<file path="src/hw/rtl/signed_int_to_decimal_ascii_top_defines.svh">
// Assertion macros shared by the RTL of the signed integer to decimal text converter.
// Needs signals named clock and reset in the module that uses them.
`ifndef SIGNED_INT_TO_DECIMAL_ASCII_TOP_DEFINES_SVH
`define SIGNED_INT_TO_DECIMAL_ASCII_TOP_DEFINES_SVH

// The consequent must hold in the same cycle as the antecedent.
`define SINT2DEC_ASSERT_NOW(lbl, ante, cons, msg) \
   lbl: assert property (@(posedge clock) disable iff (reset) (ante) |-> (cons)) else $error(msg);

// The consequent must hold in the cycle after the antecedent.
`define SINT2DEC_ASSERT_NEXT(lbl, ante, cons, msg) \
   lbl: assert property (@(posedge clock) disable iff (reset) (ante) |=> (cons)) else $error(msg);

`endif

</file>
<file path="src/hw/rtl/sint2dec_pkg.sv">
// Package for the signed integer to decimal text converter.
// Holds the default width, the character codes and elaboration helpers; depends on nothing.
package sint2dec_pkg;

   localparam int VALUE_BITS_DEF = 32;
   localparam int DABBLE_BITS    = 8;

   localparam logic [7:0] CHAR_ZERO  = 8'd48;
   localparam logic [7:0] CHAR_MINUS = 8'd45;

   // Number of decimal digits in the largest magnitude, 2^(bits-1).
   function automatic int digit_count(input int bits);
      longint unsigned p;
      int n;
      p = 64'd1 << (bits - 1);
      n = 0;
      while (p != 64'd0) begin
         p = p / 64'd10;
         n = n + 1;
      end
      return n;
   endfunction

endpackage

</file>
<file path="src/hw/rtl/signed_int_to_decimal_ascii_top.sv">
// Signed integer to decimal text converter, top level.
// Depends on sint2dec_pkg and signed_int_to_decimal_ascii_top_defines.svh.
//
// Each accepted word on the req_ channel is a two's complement integer; the rsp_ channel
// returns its decimal text one ASCII character per word, most significant digit first,
// with a leading '-' for negative values and rsp_tlast on the final character. Zero gives
// a single '0' and the most negative value is converted without overflow. A number gives
// one character per output word, so 1 to 11 characters at 32 bits (the digit count plus one
// if negative); the result port sends one character per cycle while rsp_tready is high. Conversion runs
// in a pipeline of ceil(VALUE_BITS/8) + 3 stages (seven at 32 bits): a magnitude stage,
// shift-and-add-three stages of eight bits each, a digit count stage and an alignment
// stage, so following numbers are converted while earlier text is still being sent.
`include "signed_int_to_decimal_ascii_top_defines.svh"

module signed_int_to_decimal_ascii_top #(
   parameter int VALUE_BITS = sint2dec_pkg::VALUE_BITS_DEF,
   localparam int TDATA_W = ((VALUE_BITS + 7) / 8) * 8
) (
   input  logic               clock,
   input  logic               reset,
   input  logic               req_tvalid,
   output logic               req_tready,
   input  logic [TDATA_W-1:0] req_tdata,   // value (VALUE_BITS, signed), zero padded
   output logic               rsp_tvalid,
   input  logic               rsp_tready,
   output logic [7:0]         rsp_tdata,   // ascii_char (8)
   output logic               rsp_tlast
);
   import sint2dec_pkg::*;

   localparam int ND    = digit_count(VALUE_BITS);
   localparam int BCD_W = ND * 4;
   localparam int CNT_W = $clog2(ND + 1);
   localparam int SH_W  = $clog2(ND);
   localparam int NSTG  = (VALUE_BITS + DABBLE_BITS - 1) / DABBLE_BITS;
   localparam int P     = NSTG + 3;
   localparam int LZ    = NSTG + 1;
   localparam int AL    = NSTG + 2;

   // Stage control.
   logic         valid_ff [P];
   logic         valid_in [P];
   logic         take [P+1];
   logic         ser_take;
   logic         ser_load;

   // Magnitude stage.
   logic [VALUE_BITS-1:0] mag_ff;
   logic [VALUE_BITS-1:0] mag_in;
   logic                  mneg_ff;
   logic                  mneg_in;
   logic [VALUE_BITS-1:0] raw;

   // Shift-and-add-three stages.
   logic [BCD_W-1:0]      dab_bcd_ff [NSTG];
   logic [BCD_W-1:0]      dab_bcd_in [NSTG];
   logic [VALUE_BITS-1:0] dab_bin_ff [NSTG];
   logic [VALUE_BITS-1:0] dab_bin_in [NSTG];
   logic                  dab_neg_ff [NSTG];
   logic                  dab_neg_in [NSTG];

   // Digit count stage.
   logic [BCD_W-1:0] lz_bcd_ff;
   logic [BCD_W-1:0] lz_bcd_in;
   logic [CNT_W-1:0] lz_nd_ff;
   logic [CNT_W-1:0] lz_nd_in;
   logic [CNT_W-1:0] nd_calc;
   logic             lz_neg_ff;
   logic             lz_neg_in;

   // Alignment stage.
   logic [BCD_W-1:0] al_dig_ff;
   logic [BCD_W-1:0] al_dig_in;
   logic [CNT_W-1:0] al_nd_ff;
   logic [CNT_W-1:0] al_nd_in;
   logic             al_neg_ff;
   logic             al_neg_in;
   logic [SH_W-1:0]  shift_amt;

   // Character serialiser.
   logic             busy_ff;
   logic             busy_in;
   logic             sign_ff;
   logic             sign_in;
   logic [BCD_W-1:0] dig_ff;
   logic [BCD_W-1:0] dig_in;
   logic [CNT_W-1:0] cnt_ff;
   logic [CNT_W-1:0] cnt_in;
   logic [3:0]       top_digit;
   logic             rsp_fire;

   // A stage takes a new word when it is empty or its contents move on.
   always_comb begin
      take[P] = ser_take;
      for (int i = P - 1; i >= 0; i--) begin
         take[i] = !valid_ff[i] || take[i+1];
      end
      for (int i = 0; i < P; i++) begin
         if (take[i]) begin
            valid_in[i] = (i == 0) ? req_tvalid : valid_ff[(i == 0) ? 0 : i - 1];
         end else begin
            valid_in[i] = valid_ff[i];
         end
      end
   end

   assign req_tready = take[0];

   always_ff @(posedge clock) begin
      for (int i = 0; i < P; i++) begin
         if (reset) begin
            valid_ff[i] <= 1'b0;
         end else begin
            valid_ff[i] <= valid_in[i];
         end
      end
   end

   // Magnitude in VALUE_BITS unsigned bits, exact for the most negative value.
   assign raw     = req_tdata[VALUE_BITS-1:0];
   assign mneg_in = take[0] ? raw[VALUE_BITS-1] : mneg_ff;
   assign mag_in  = take[0] ? (raw[VALUE_BITS-1] ? (~raw + 1'b1) : raw) : mag_ff;

   always_ff @(posedge clock) begin
      mag_ff  <= mag_in;
      mneg_ff <= mneg_in;
   end

   for (genvar s = 0; s < NSTG; s++) begin : g_dab
      logic [BCD_W-1:0]      src_bcd;
      logic [VALUE_BITS-1:0] src_bin;
      logic                  src_neg;
      logic [BCD_W-1:0]      b_w;
      logic [VALUE_BITS-1:0] m_w;

      if (s == 0) begin : g_first
         assign src_bcd = '0;
         assign src_bin = mag_ff;
         assign src_neg = mneg_ff;
      end else begin : g_next
         assign src_bcd = dab_bcd_ff[s-1];
         assign src_bin = dab_bin_ff[s-1];
         assign src_neg = dab_neg_ff[s-1];
      end

      always_comb begin
         b_w = src_bcd;
         m_w = src_bin;
         for (int j = 0; j < DABBLE_BITS; j++) begin
            if (s * DABBLE_BITS + j < VALUE_BITS) begin
               for (int d = 0; d < ND; d++) begin
                  if (b_w[4*d +: 4] >= 4'd5) begin
                     b_w[4*d +: 4] = b_w[4*d +: 4] + 4'd3;
                  end
               end
               b_w = {b_w[BCD_W-2:0], m_w[VALUE_BITS-1]};
               m_w = {m_w[VALUE_BITS-2:0], 1'b0};
            end
         end
      end

      assign dab_bcd_in[s] = take[s+1] ? b_w : dab_bcd_ff[s];
      assign dab_bin_in[s] = take[s+1] ? m_w : dab_bin_ff[s];
      assign dab_neg_in[s] = take[s+1] ? src_neg : dab_neg_ff[s];

      always_ff @(posedge clock) begin
         dab_bcd_ff[s] <= dab_bcd_in[s];
         dab_bin_ff[s] <= dab_bin_in[s];
         dab_neg_ff[s] <= dab_neg_in[s];
      end
   end

   // Significant digit count; zero still shows one digit.
   always_comb begin
      nd_calc = CNT_W'(1);
      for (int d = 0; d < ND; d++) begin
         if (dab_bcd_ff[NSTG-1][4*d +: 4] != 4'd0) begin
            nd_calc = CNT_W'(d + 1);
         end
      end
   end

   assign lz_bcd_in = take[LZ] ? dab_bcd_ff[NSTG-1] : lz_bcd_ff;
   assign lz_neg_in = take[LZ] ? dab_neg_ff[NSTG-1] : lz_neg_ff;
   assign lz_nd_in  = take[LZ] ? nd_calc : lz_nd_ff;

   always_ff @(posedge clock) begin
      lz_bcd_ff <= lz_bcd_in;
      lz_neg_ff <= lz_neg_in;
      lz_nd_ff  <= lz_nd_in;
   end

   // Move the leading significant digit to the top of the word.
   assign shift_amt = SH_W'(CNT_W'(ND) - lz_nd_ff);
   assign al_dig_in = take[AL] ? (lz_bcd_ff << {shift_amt, 2'b00}) : al_dig_ff;
   assign al_neg_in = take[AL] ? lz_neg_ff : al_neg_ff;
   assign al_nd_in  = take[AL] ? lz_nd_ff : al_nd_ff;

   always_ff @(posedge clock) begin
      al_dig_ff <= al_dig_in;
      al_neg_ff <= al_neg_in;
      al_nd_ff  <= al_nd_in;
   end

   // The serialiser sends the sign, then one digit per word from the top.
   assign top_digit  = dig_ff[BCD_W-1 -: 4];
   assign rsp_tvalid = busy_ff;
   assign rsp_tdata  = sign_ff ? CHAR_MINUS : (CHAR_ZERO + {4'b0000, top_digit});
   assign rsp_tlast  = !sign_ff && (cnt_ff == CNT_W'(1));
   assign rsp_fire   = rsp_tvalid && rsp_tready;
   assign ser_take   = !busy_ff || (rsp_tready && rsp_tlast);
   assign ser_load   = ser_take && valid_ff[AL];

   always_comb begin
      busy_in = busy_ff;
      sign_in = sign_ff;
      dig_in  = dig_ff;
      cnt_in  = cnt_ff;
      if (ser_load) begin
         busy_in = 1'b1;
         sign_in = al_neg_ff;
         dig_in  = al_dig_ff;
         cnt_in  = al_nd_ff;
      end else if (rsp_fire) begin
         if (rsp_tlast) begin
            busy_in = 1'b0;
         end else if (sign_ff) begin
            sign_in = 1'b0;
         end else begin
            dig_in = {dig_ff[BCD_W-5:0], 4'b0000};
            cnt_in = cnt_ff - CNT_W'(1);
         end
      end
   end

   always_ff @(posedge clock) begin
      if (reset) begin
         busy_ff <= 1'b0;
      end else begin
         busy_ff <= busy_in;
      end
      sign_ff <= sign_in;
      dig_ff  <= dig_in;
      cnt_ff  <= cnt_in;
   end

   `SINT2DEC_ASSERT_NOW(a_cnt_range, busy_ff, (cnt_ff != '0) && (cnt_ff <= CNT_W'(ND)), "digit count out of range")
   `SINT2DEC_ASSERT_NOW(a_digit_bcd, busy_ff && !sign_ff, top_digit <= 4'd9, "digit is not decimal")
   `SINT2DEC_ASSERT_NOW(a_sign_not_last, busy_ff && sign_ff, !rsp_tlast, "minus sign flagged as last")
   `SINT2DEC_ASSERT_NEXT(a_no_lead_zero, ser_load, (cnt_ff == CNT_W'(1)) || (top_digit != 4'd0), "leading zero loaded")

endmodule
</file>
<file path="config.mk">
export PLATFORM = sky130hd
export DESIGN_NAME = signed_int_to_decimal_ascii_top
export DESIGN_NICKNAME = d
export VERILOG_FILES = /design/src/hw/rtl/sint2dec_pkg.sv /design/src/hw/rtl/signed_int_to_decimal_ascii_top.sv
export VERILOG_INCLUDE_DIRS = /design/src /design/src/hw/rtl
export SDC_FILE = /design/constraint.sdc
export NUM_CORES = 1
export LEC_CHECK = 0
export BUFFER_PORTS_ARGS = -buffer_cell sky130_fd_sc_hd__buf_2
export CORE_MARGIN = 4
export CORE_UTILIZATION = 45
export DETAILED_ROUTE_END_ITERATION = 10
export HOLD_SLACK_MARGIN = 0.06
export PLACE_DENSITY_LB_ADDON = 0.1
export RECOVER_POWER = 25
export SETUP_SLACK_MARGIN = 0.05
export SLEW_MARGIN = 40
export SYNTH_ARGS = -nofsm -noshare
export SYNTH_HDL_FRONTEND = slang
export SYNTH_SLANG_ARGS = --single-unit
</file>
<file path="constraint.sdc">
create_clock -name clock -period 7.95 [get_ports clock]
set_clock_uncertainty 0.1 [all_clocks]
set_input_delay 1.59 -clock clock [delete_from_list [all_inputs] [get_ports clock]]
set_output_delay 1.59 -clock clock [all_outputs]
set_load 0.05 [all_outputs]
</file>
Word-level counts from Yosys, hierarchy flattened
Memories as Yosys holds them, arrays and structs flattened.
Index checks and enable logic that the tools add are counted.
{"block": "word_totals", "ram_bits": 299, "output_inout_bits": 11, "mem_bits_ro": 0, "elab_cells": 928, "latchBits": 0, "input_bits": 36, "mem_count": 4, "ff_bits": 169}
{"memory": "dab_bcd_ff", "depth": 4, "word_bits": 40, "rd": 4, "rd_clocked_by_memory_dff": 0, "write_ports": 4, "line": "signed_int_to_decimal_ascii_top.sv:55", "rtl": "logic [BCD_W-1:0] dab_bcd_ff [NSTG];"}
{"memory": "dab_bin_ff", "depth": 4, "word_bits": 32, "rd": 3, "rd_clocked_by_memory_dff": 0, "write_ports": 4, "line": "signed_int_to_decimal_ascii_top.sv:57", "rtl": "logic [VALUE_BITS-1:0] dab_bin_ff [NSTG];"}
{"memory": "valid_ff", "depth": 7, "word_bits": 1, "rd": 7, "rd_clocked_by_memory_dff": 0, "write_ports": 7, "line": "signed_int_to_decimal_ascii_top.sv:41", "rtl": "logic valid_ff [P];"}
{"memory": "dab_neg_ff", "depth": 4, "word_bits": 1, "rd": 4, "rd_clocked_by_memory_dff": 0, "write_ports": 4, "line": "signed_int_to_decimal_ascii_top.sv:59", "rtl": "logic dab_neg_ff [NSTG];"}
{"block": "op_classes", "n_mux": 321, "eq_ne": 4, "order_cmp": 268, "reduce_logical": 36, "n_addsub": 272, "shifts": 1, "multipliers": 0, "n_bitwise": 8, "n_div": 0}
{"cell": "greater-or-equal comparator 4 x 3 -> 1 bit (second input constant)", "count": 261}
{"cell": "2-to-1 mux 4 bit", "count": 252}
{"cell": "adder 4 x 2 -> 4 bit (second input constant)", "count": 237}
{"cell": "2-to-1 mux 40 bit", "count": 8}
{"cell": "2-to-1 mux 32 bit", "count": 4}
{"cell": "2-to-1 mux 3 bit", "count": 25}
{"cell": "adder 3 x 2 -> 3 bit (second input constant)", "count": 24}
{"cell": "left shift 40 x 6 -> 40 bit", "count": 1}
{"cell": "nonzero test 4 bit", "count": 9}
{"cell": "adder 32 x 1 -> 32 bit (second input constant)", "count": 1}
{"cell": "NOT 32 bit", "count": 1}
{"cell": "2-to-1 mux 31 bit", "count": 1}
{"cell": "2-to-1 mux 1 bit", "count": 27}
{"cell": "adder 1 x 2 -> 3 bit (second input constant)", "count": 6}
{"cell": "greater-or-equal comparator 1 x 3 -> 1 bit (second input constant)", "count": 6}
{"cell": "zero test 1 bit", "count": 9}
{"cell": "logical OR 1 bit", "count": 8}
{"cell": "adder 6 x 4 -> 7 bit (first input constant)", "count": 1}
{"cell": "2-to-1 mux 7 bit", "count": 1}
{"cell": "bitwise OR 1 bit", "count": 7}
{"cell": "2-to-1 mux 2 bit", "count": 3}
{"cell": "equality test 4 x 1 -> 1 bit (second input constant)", "count": 1}
{"cell": "logical AND 1 bit", "count": 4}
{"cell": "AND reduction 2 bit", "count": 2}
{"cell": "other kinds (10)", "count": 11}

Longest topological paths before layout
Gate-level depths: netlist of the first run.
An unclocked memory read counts as a cell.
{"block": "depth", "depth_word": 18, "ltp_mapped": 37, "mapped_depth_nobuf": 37}

Least setup slack after synthesis of the first run
No wires, ideal clock.
{"block": "synth_path", "path_type": "register to output", "startpoint": "reg cnt_ff[1]", "endpoint": "out req_tready", "path_slack_ns": 0.321, "path_stages_with_launch": 9, "arrival_ns": 5.939, "path_cell_list": "edfxtp_1 > inv_1 > ha_1 > nor4b_1 > a21oi_1 > nand3_1 > nor2_1 > nand4_1 > or2_2"}
{"item": "from (decl)", "line": "signed_int_to_decimal_ascii_top.sv:87", "rtl": "logic [CNT_W-1:0] cnt_ff;"}
{"item": "from (signal assigned)", "line": "signed_int_to_decimal_ascii_top.sv:244", "rtl": "cnt_ff <= cnt_in;"}
{"item": "to (decl)", "line": "signed_int_to_decimal_ascii_top.sv:22", "rtl": "output logic req_tready,"}

==> results of run 1 <==
[timing repair]
item,4_1_cts,5_1_grt
gates resized for setup,0,26
hold buffers,0,0
setup endpoints to repair,0,26
buffers inserted,0,1
[cell families after synthesis]
group | share of synthesized area, %
XOR/XNOR | 4.26
flip-flops | 30.4
AND/OR/NAND/NOR | 18.3
buffers and inverters | 4.29
multiplexers | 8.45
adder cells (fa/ha/maj) | 5.58
AO/OA/AOI/OAI | 28.6
other | 0.0233
[routing by layer]
| metal | up-vias | share of wire (%) | global-route usage [%] |
|---|---|---|---|
| li1 | 14000 | - | - |
| met5 | - | 0 | 0 |
| met4 | 0 | 1.7 | 4.16 |
| met1 | 13100 | 46 | 23.3 |
| met2 | 469 | 50 | 33.5 |
| met3 | 90 | 2.6 | 1.80 |
[final timing paths]
path	from	endpoint	slack, ns
min reg2reg	dab_bin_ff[2][24]	dab_bcd_ff[3][0]	0.31
max	dab_bcd_ff[2][28]	dab_bcd_ff[3][37]	0.61
min	dab_bin_ff[2][24]	dab_bcd_ff[3][0]	0.31
max reg2reg	dab_bcd_ff[2][28]	dab_bcd_ff[3][37]	0.61
[per-stage QoR]
| step | area [sq um] | setup WS [ns] | utilization [%] | hold slack (ns) |
|---|---|---|---|---|
| finish | 34900 | 0.610 | 49.4 | 0.310 |
| global placement | 33300 | 0.422 | 47.1 | 0.301 |
| CTS | 34700 | 0.178 | 49.2 | 0.316 |
| detailed placement | 33300 | 0.213 | 47.2 | 0.305 |
| floorplan | 32300 | 0.321 | - | 0.300 |
| global route | 34900 | 0.0440 | 49.4 | 0.324 |
[cell type report]
type | count | area, sq um | area share (%)
timing repair buffer | 66 | 370 | 1.06
clock buffer | 50 | 1090 | 3.13
sequential | 330 | 9830 | 28.2
multi-input combinational | 3016 | 21300 | 61.1
tap | 940 | 1180 | 3.37
inverter | 211 | 797 | 2.29
clock inverter | 24 | 305 | 0.876
[flip-flops by register name, indices dropped and copies added (netlist names)]
register	cells
dab_bcd_ff	102
dab_bin_ff	48
al_dig_ff	40
dig_ff	40
lz_bcd_ff	40
g_dab.src_bin	32
valid_ff	7
al_nd_ff	4
cnt_ff	4
dab_neg_ff	4
lz_nd_ff	4
al_neg_ff	1
g_dab.src_neg	1
lz_neg_ff	1
rsp_tvalid	1
sign_ff	1
[worst reg2reg max path, delay by kind of cell, from the launching register on]
kind            cells  cell delay (ns)
simple gates        5             1.11
fa+ha+maj           8             1.84
flops               1             0.51
buf+inv             5             0.39
compound gates      8             1.62
mux                 2             0.44
xor+xnor            6             1.07
[placed cells by master (no fill, tap or decap), drive strengths merged, types with 55 or more instances in the layout]
| cell | synthesis | layout |
|---|---|---|
| nor3 | 86 | 86 |
| nand3 | 90 | 90 |
| buf | 44 | 60 |
| a21o | 64 | 64 |
| a21oi | 275 | 275 |
| clkbuf | 93 | 56 |
| nand2 | 282 | 282 |
| nand2b | 84 | 84 |
| mux2i | 118 | 118 |
| ha | 138 | 138 |
| mux2 | 118 | 118 |
| edfxtp | 322 | 322 |
| a211oi | 98 | 98 |
| o22ai | 55 | 55 |
| o21ai | 253 | 253 |
| inv | 209 | 215 |
| nor2 | 321 | 321 |
| xnor2 | 118 | 118 |
[Yosys cell counts (all sizes together) (50+ instances only)]
cell	instances	area share, %
a21oi	275	4.4
a31oi	53	1.2
a21o	64	1.5
a211oi	98	2.5
or2	54	1.1
ha	138	5.3
and2	50	0.97
o22ai	55	1.1
o21ai	253	4.0
xnor2	118	3.5
nand2b	84	1.6
o211ai	54	1.3
nor3	86	1.4
edfxtp	322	30
mux2	118	4.2
nand3	90	1.4
nand2	282	3.3
inv	209	2.4
clkbuf	93	1.1
mux2i	118	3.7
nor2	321	3.7
==> flow_metrics.tcl, run 1 <==
set metrics [dict create \
    status "finished with violations" \
    failed_checks "max-capacitance violations, max-slew violations" \
    cp_max_fo 9 \
    path_buf_inv 5 \
    slowest_stage "or4_1" \
    clk_path_buf_depth 3 \
    drive_gt1_share_pct 12.3 \
    clock_latency_ns 0.56 \
    synth_area_per_cell_sq_um 8.74 \
    synthArstFlopShare_pct 0 \
    track_usage_pct 18.3 \
    timing.final.hold_violations 0 \
    synthToLayoutAreaGrowth_pct 7.97 \
    die_w_um 276 \
    worstSetupPathType "register to register" \
    row_count 97 \
    finalNetCount 3840 \
    cp.required_ns 8.14 \
    worstSetupEndpointType "register" \
    grt_pass1_wl_um 122000 \
    final-instance-count-excl-fill 4637 \
    first_global_vias 26300 \
    portBuffers 43 \
    grt_max_degree 64 \
    drv_slew 109 \
    place_inst 4562 \
    ys_types 140 \
    fmax_ghz 0.136 \
    fillers 6575 \
    drc_errors 0 \
    hold_path_depth 0 \
    crit_cells 34 \
    synth_flop_cell "edfxtp_1" \
    final.min_clock_period_ns 7.34 \
    worst_pin_slew_ns 2.68 \
    startpoint_type "register" \
    fin_crit_sh_pct 92.3 \
    cpMostUsedCell "ha_1" \
    ys_ff_latch 330 \
    hold_path.class "register to register" \
    insertedDiodeCount 0 \
    num_vias 27700 \
    synth_area_sq_um 32300 \
    antenna_found_initial 0 \
    drt_iter0_markers 1809 \
    drv_cap 2 \
    dieArea_sq_um 76100 \
    ys_seq_area_share_pct 30.4 \
    cts_inserted_buffers 41 \
    io_pins 47 \
    cp.arrival_ns 7.53 \
    root_buffer "clkbuf_16" \
    synth_warnings 0 \
    routed_wirelength_um 72000 \
    cts_htree_levels 2 \
    wl_per_cell_um 15.5 \
    die_h_um 276 \
    synth-edff-count 322 \
    dp_hpwl_um 54400 \
    maxSlewHeadroom_pct -78.5 \
    gp_congestion 0.859 \
    coreArea_sq_um 70600 \
    ant_nets 0 \
    start_util_pct 45.7 \
    fin_setup_tns_ns 0 \
    ff2ff_path_depth 34 \
    clk_pin_slew_worst_paths_ns 0.06 \
    first_pass_iters 6 \
    cts_tree "built" \
    syn_inst 3693 \
    cpPeakStageDelay_ns 0.54 \
    globalRouteOverflowTotal 0 \
    rsz0062_at_grt "false" \
    cp_top_family "adder cells" \
    cts_sinks 330 \
    vias_per_cell 5.97 \
    setup_violations 0 \
]
Power of run 1 is not shown: default switching activity piles up to over one toggle a cycle in this logic, so the estimate is an artifact.
==> inputs of run 2 (changes only) <==
BUFFER_PORTS_ARGS = unset   (was -buffer_cell sky130_fd_sc_hd__buf_2)
DONT_BUFFER_PORTS = 1   (was unset)
==> run 2 against run 1 <==
  * The flow still finishes with violations (max-capacitance violations, max-slew violations)
  * Design area fell by 0.42%
  * Core utilization shrank 0.21 points
  * Maximum frequency is 0.40% higher
  * Hold slack better by 0.0022 ns
  * Sequential cell count unchanged
  * Setup slack better by 0.029 ns
  * Final cell count shrank 0.91%
  * Critical path depth increased by 2
  * Non-clock buffer count shrank 42
  * Via count increased by 0.10%
  * Die area unchanged
  * Highest routed layer unchanged
==> flow_metrics.tcl, run 2 (same netlist as run 1, synthesis figures left out) <==
set metrics [dict create \
    cp_max_fo 6 \
    hold_path.class "register to register" \
    clk_path_buf_depth 3 \
    portBuffers 0 \
    drc_errors 0 \
    wl_per_cell_um 15.9 \
    min_from "dab_bin_ff[2][24]" \
    reg2reg_slack_ns 0.64 \
    start_util_pct 45.7 \
    antenna_found_initial 0 \
    holdPathEnd "dab_bcd_ff[3][0]" \
    drt_iter0_markers 1863 \
    startpoint_type "register" \
    gp_congestion 0.864 \
    dp_hpwl_um 54800 \
    cts_inserted_buffers 41 \
    worstSetupEndpointType "register" \
    dieArea_sq_um 76100 \
    first_global_vias 26400 \
    drv_slew 109 \
    fmax_ghz 0.137 \
    worstSetupPathType "register to register" \
    root_buffer "clkbuf_16" \
    row_count 97 \
    track_usage_pct 18.7 \
    drv_cap 2 \
    vias_per_cell 6.04 \
    holdBufCountCts 0 \
    final_common_cell "edfxtp_1" \
    cpPeakStageDelay_ns 0.53 \
    fin_crit_sh_pct 92.0 \
    regMostFlops "dab_bcd_ff" \
    final.min_clock_period_ns 7.31 \
    hold_path_depth 0 \
    drive_gt1_share_pct 11.4 \
    cp.arrival_ns 7.51 \
    fin_util_pct 49.1 \
    setup_violations 0 \
    grt_max_degree 64 \
    coreArea_sq_um 70600 \
    fin_setup_tns_ns 0 \
    clock_latency_ns 0.58 \
    grt_pass1_wl_um 124000 \
    regToRegStartpoint "dab_bcd_ff[2][24]" \
    rsz0062_at_grt "false" \
    failed_checks "max-capacitance violations, max-slew violations" \
    worst_pin_slew_ns 2.72 \
    ant_nets 0 \
    die_w_um 276 \
    path_buf_inv 6 \
    clk_pin_slew_worst_paths_ns 0.06 \
    routed_wirelength_um 73100 \
    synthToLayoutAreaGrowth_pct 7.52 \
    io_pins 47 \
    crit_cells 36 \
    ff2ff_path_depth 36 \
    timing.final.hold_violations 0 \
    r2r-end "dab_bcd_ff[3][37]" \
    cts_sinks 330 \
    finalNetCount 3798 \
    place_area_sq_um 33100 \
    largest_reg_flops 102 \
    mostFrequentLayoutCells "edfxtp_1, nor2_1, nand2_1" \
    die_h_um 276 \
    cts_tree "built" \
    cpMostUsedCell "ha_1" \
    insertedDiodeCount 0 \
    slowest_stage "or4_1" \
    cts_htree_levels 2 \
    first_pass_iters 7 \
    cp.required_ns 8.15 \
    reg.largest.list "dab_bcd_ff: 102 flops, dab_bin_ff: 48 flops" \
    postLayoutCellArea_sq_um 34700 \
    num_vias 27700 \
    maxSlewHeadroom_pct -81.6 \
    status "finished with violations" \
    cp_top_family "simple AND/OR/NAND/NOR gates" \
    globalRouteOverflowTotal 0 \
]
-- run 2: worst register-to-register path: cells and delay by family (launching register included) --
family	cells	cell delay, ns
flops	1	0.43
buf+inv	6	0.46
mux	2	0.30
simple gates	8	1.77
xor+xnor	5	0.95
compound gates	7	1.28
fa+ha+maj	8	1.74
-- run 2: through the flow --
stage	hold WS, ns	setup slack, ns	instances
after detailed placement	0.305	0.193	4518
final	0.312	0.639	4595
after global routing	0.322	0.0342	4595
after floorplan	0.300	0.321	3694
after CTS	0.316	0.133	4592
after global placement	0.302	0.383	4517
-- run 2: final cells by class --
cell class                 instances  area [sq um]
clock inverter                    26           354
timing repair buffer              24           173
fill                            6574         35900
multi-input combinational       3016         21300
inverter                         211           797
clock buffer                      48          1050
sequential                       330          9830
tap                              940          1180
-- run 2: routing by layer --
layer | GRT usage [%] | routed length [um] | vias up
li1 | - | - | 14000
met1 | 24.4 | 33900 | 13300
met2 | 33.3 | 35700 | 431
met3 | 1.85 | 2010 | 94
met4 | 4.65 | 1450 | 0
met5 | 0 | 0 | -
-- run 2: worst max path at each step --
stage / start / to / slack, ns
detailed placement: dab_bcd_ff[1][4] / dab_bcd_ff[2][7] / 0.19
CTS: dab_bcd_ff[1][4] / dab_bcd_ff[2][7] / 0.13
global route: dab_bcd_ff[1][5] / dab_bcd_ff[2][7] / 0.03
floorplan: cnt_ff[1] / req_tready / 0.32
finish: dab_bcd_ff[2][24] / dab_bcd_ff[3][37] / 0.64
global placement: dab_bcd_ff[1][4] / dab_bcd_ff[2][6] / 0.38
-- run 2: what timing repair did --
item	CTS	global route
setup buffers	0	3
setup endpoints to repair	0	26
gates resized for setup	0	32
Power of run 2 is left out for the same reason.
==> inputs of run 3 (changes only) <==
CORE_UTILIZATION = 60   (was 45)
RECOVER_POWER = unset   (was 25)
==> run 3 against run 2 <==
  * The flow now finishes without violations
  * Global-route usage grew 4.9 points
  * Design area shrank 1.0%
  * Wire length shrank 2.5%
==> flow_metrics.tcl, run 3 (same netlist as run 1, synthesis figures left out) <==
set metrics [dict create \
    fmax_ghz 0.136 \
    reg.largest.list "dab_bcd_ff: 102 flops, dab_bin_ff: 48 flops" \
    routed_wirelength_um 71200 \
    wl_per_cell_um 16.4 \
    track_usage_pct 23.6 \
    rsz0062_at_grt "true" \
    grt_max_degree 64 \
    start_util_pct 61.1 \
    worst_pin_slew_ns 0.794 \
    globalRouteOverflowTotal 0 \
    fin_crit_sh_pct 92.7 \
    clk_pin_slew_worst_paths_ns 0.06 \
    cpPeakStageDelay_ns 0.52 \
    finalNetCount 3801 \
    drive_gt1_share_pct 11.6 \
    dieArea_sq_um 57600 \
    drc_errors 0 \
    place_ws_ns 0.160 \
    startpoint_type "register" \
    cts_inserted_buffers 38 \
    finalWorstSetupSlack_ns 0.582 \
    gp_congestion 0.891 \
    clk_path_buf_depth 3 \
    maxSlewHeadroom_pct 47.0 \
    ant_nets 0 \
    num_vias 27800 \
    largest_reg_flops 102 \
    dp_hpwl_um 53200 \
    postLayoutCellArea_sq_um 34400 \
    worstSetupEndpointType "register" \
    cts_htree_levels 2 \
    synthToLayoutAreaGrowth_pct 6.43 \
    cp.arrival_ns 7.57 \
    drv_slew 0 \
    multi_input_comb_area_sq_um 21300 \
    cp_max_fo 5 \
    hold_path_depth 0 \
    regMostFlops "dab_bcd_ff" \
    fillers 4254 \
    first_global_vias 25900 \
    fin_util_pct 65.0 \
    cp.required_ns 8.15 \
    status "finished clean" \
    drt_iter0_markers 1998 \
    timing.hold.ws_ns 0.314 \
    insertedDiodeCount 0 \
    place_area_sq_um 32800 \
    portBuffers 0 \
    slowest_stage "or4_1" \
    grt_pass1_wl_um 119000 \
    coreArea_sq_um 52900 \
    final_common_cell "edfxtp_1" \
    worstSetupPathType "register to register" \
    antenna_found_initial 0 \
    cpMostUsedCell "ha_1" \
    mostFrequentLayoutCells "edfxtp_1, nor2_1, nand2_1" \
    vias_per_cell 6.40 \
    cts_sinks 330 \
    final.min_clock_period_ns 7.37 \
    die_w_um 240 \
    timing.final.hold_violations 0 \
    io_pins 47 \
    first_pass_iters 6 \
    setup_violations 0 \
    ff2ff_path_depth 36 \
    row_count 84 \
    register_area_sq_um 9830 \
    cts_tree "built" \
    hold_path.class "register to register" \
    root_buffer "clkbuf_16" \
    drv_cap 0 \
    die_h_um 240 \
    clock_latency_ns 0.56 \
]
## run 3: repair_timing
item / CTS / global route
setup endpoints to repair: 0 / 27
gates resized for setup: 0 / 30
buffers inserted: 0 / 8
hold buffers: 0 / 0
## run 3: worst paths after layout
path              slack (ns)                 from                 to
setup reg to reg        0.58    dab_bcd_ff[2][24]  dab_bcd_ff[3][37]
hold reg to reg         0.31  g_dab[0].src_bin[6]  dab_bin_ff[0][14]
setup / recovery        0.58    dab_bcd_ff[2][24]  dab_bcd_ff[3][37]
hold / removal          0.31  g_dab[0].src_bin[6]  dab_bin_ff[0][14]
## run 3: cell type report
cell class	count	area share, %
clock buffers	42	2.81
clock inverters	26	1.02
inverters	211	2.32
multi-input cells	3016	62.1
flip-flops and latches	330	28.6
well taps	688	2.51
repair buffers	30	0.648
## run 3: critical path: cells and delay by family (launching register included)
kind	cells	cell delay [ns]
fa+ha+maj	8	1.75
mux	2	0.27
flops	1	0.42
buf+inv	6	0.43
simple gates	8	1.82
compound gates	7	1.26
xor+xnor	5	1.06
## run 3: metal layers
metal	vias up	track usage [%]	wire length (um)
li1	14000	-	-
met1	13200	29.5	31100
met2	581	43.2	36000
met3	107	2.35	2310
met4	0	6.89	1810
met5	-	0	0
## run 3: metrics by stage
stage	std cells	setup TNS [ns]
finish	4343	0
global placement	4265	0
CTS	4335	0
global route	4343	-0.0248
detailed placement	4267	0
floorplan	3694	0
Power of run 3 is left out for the same reason.
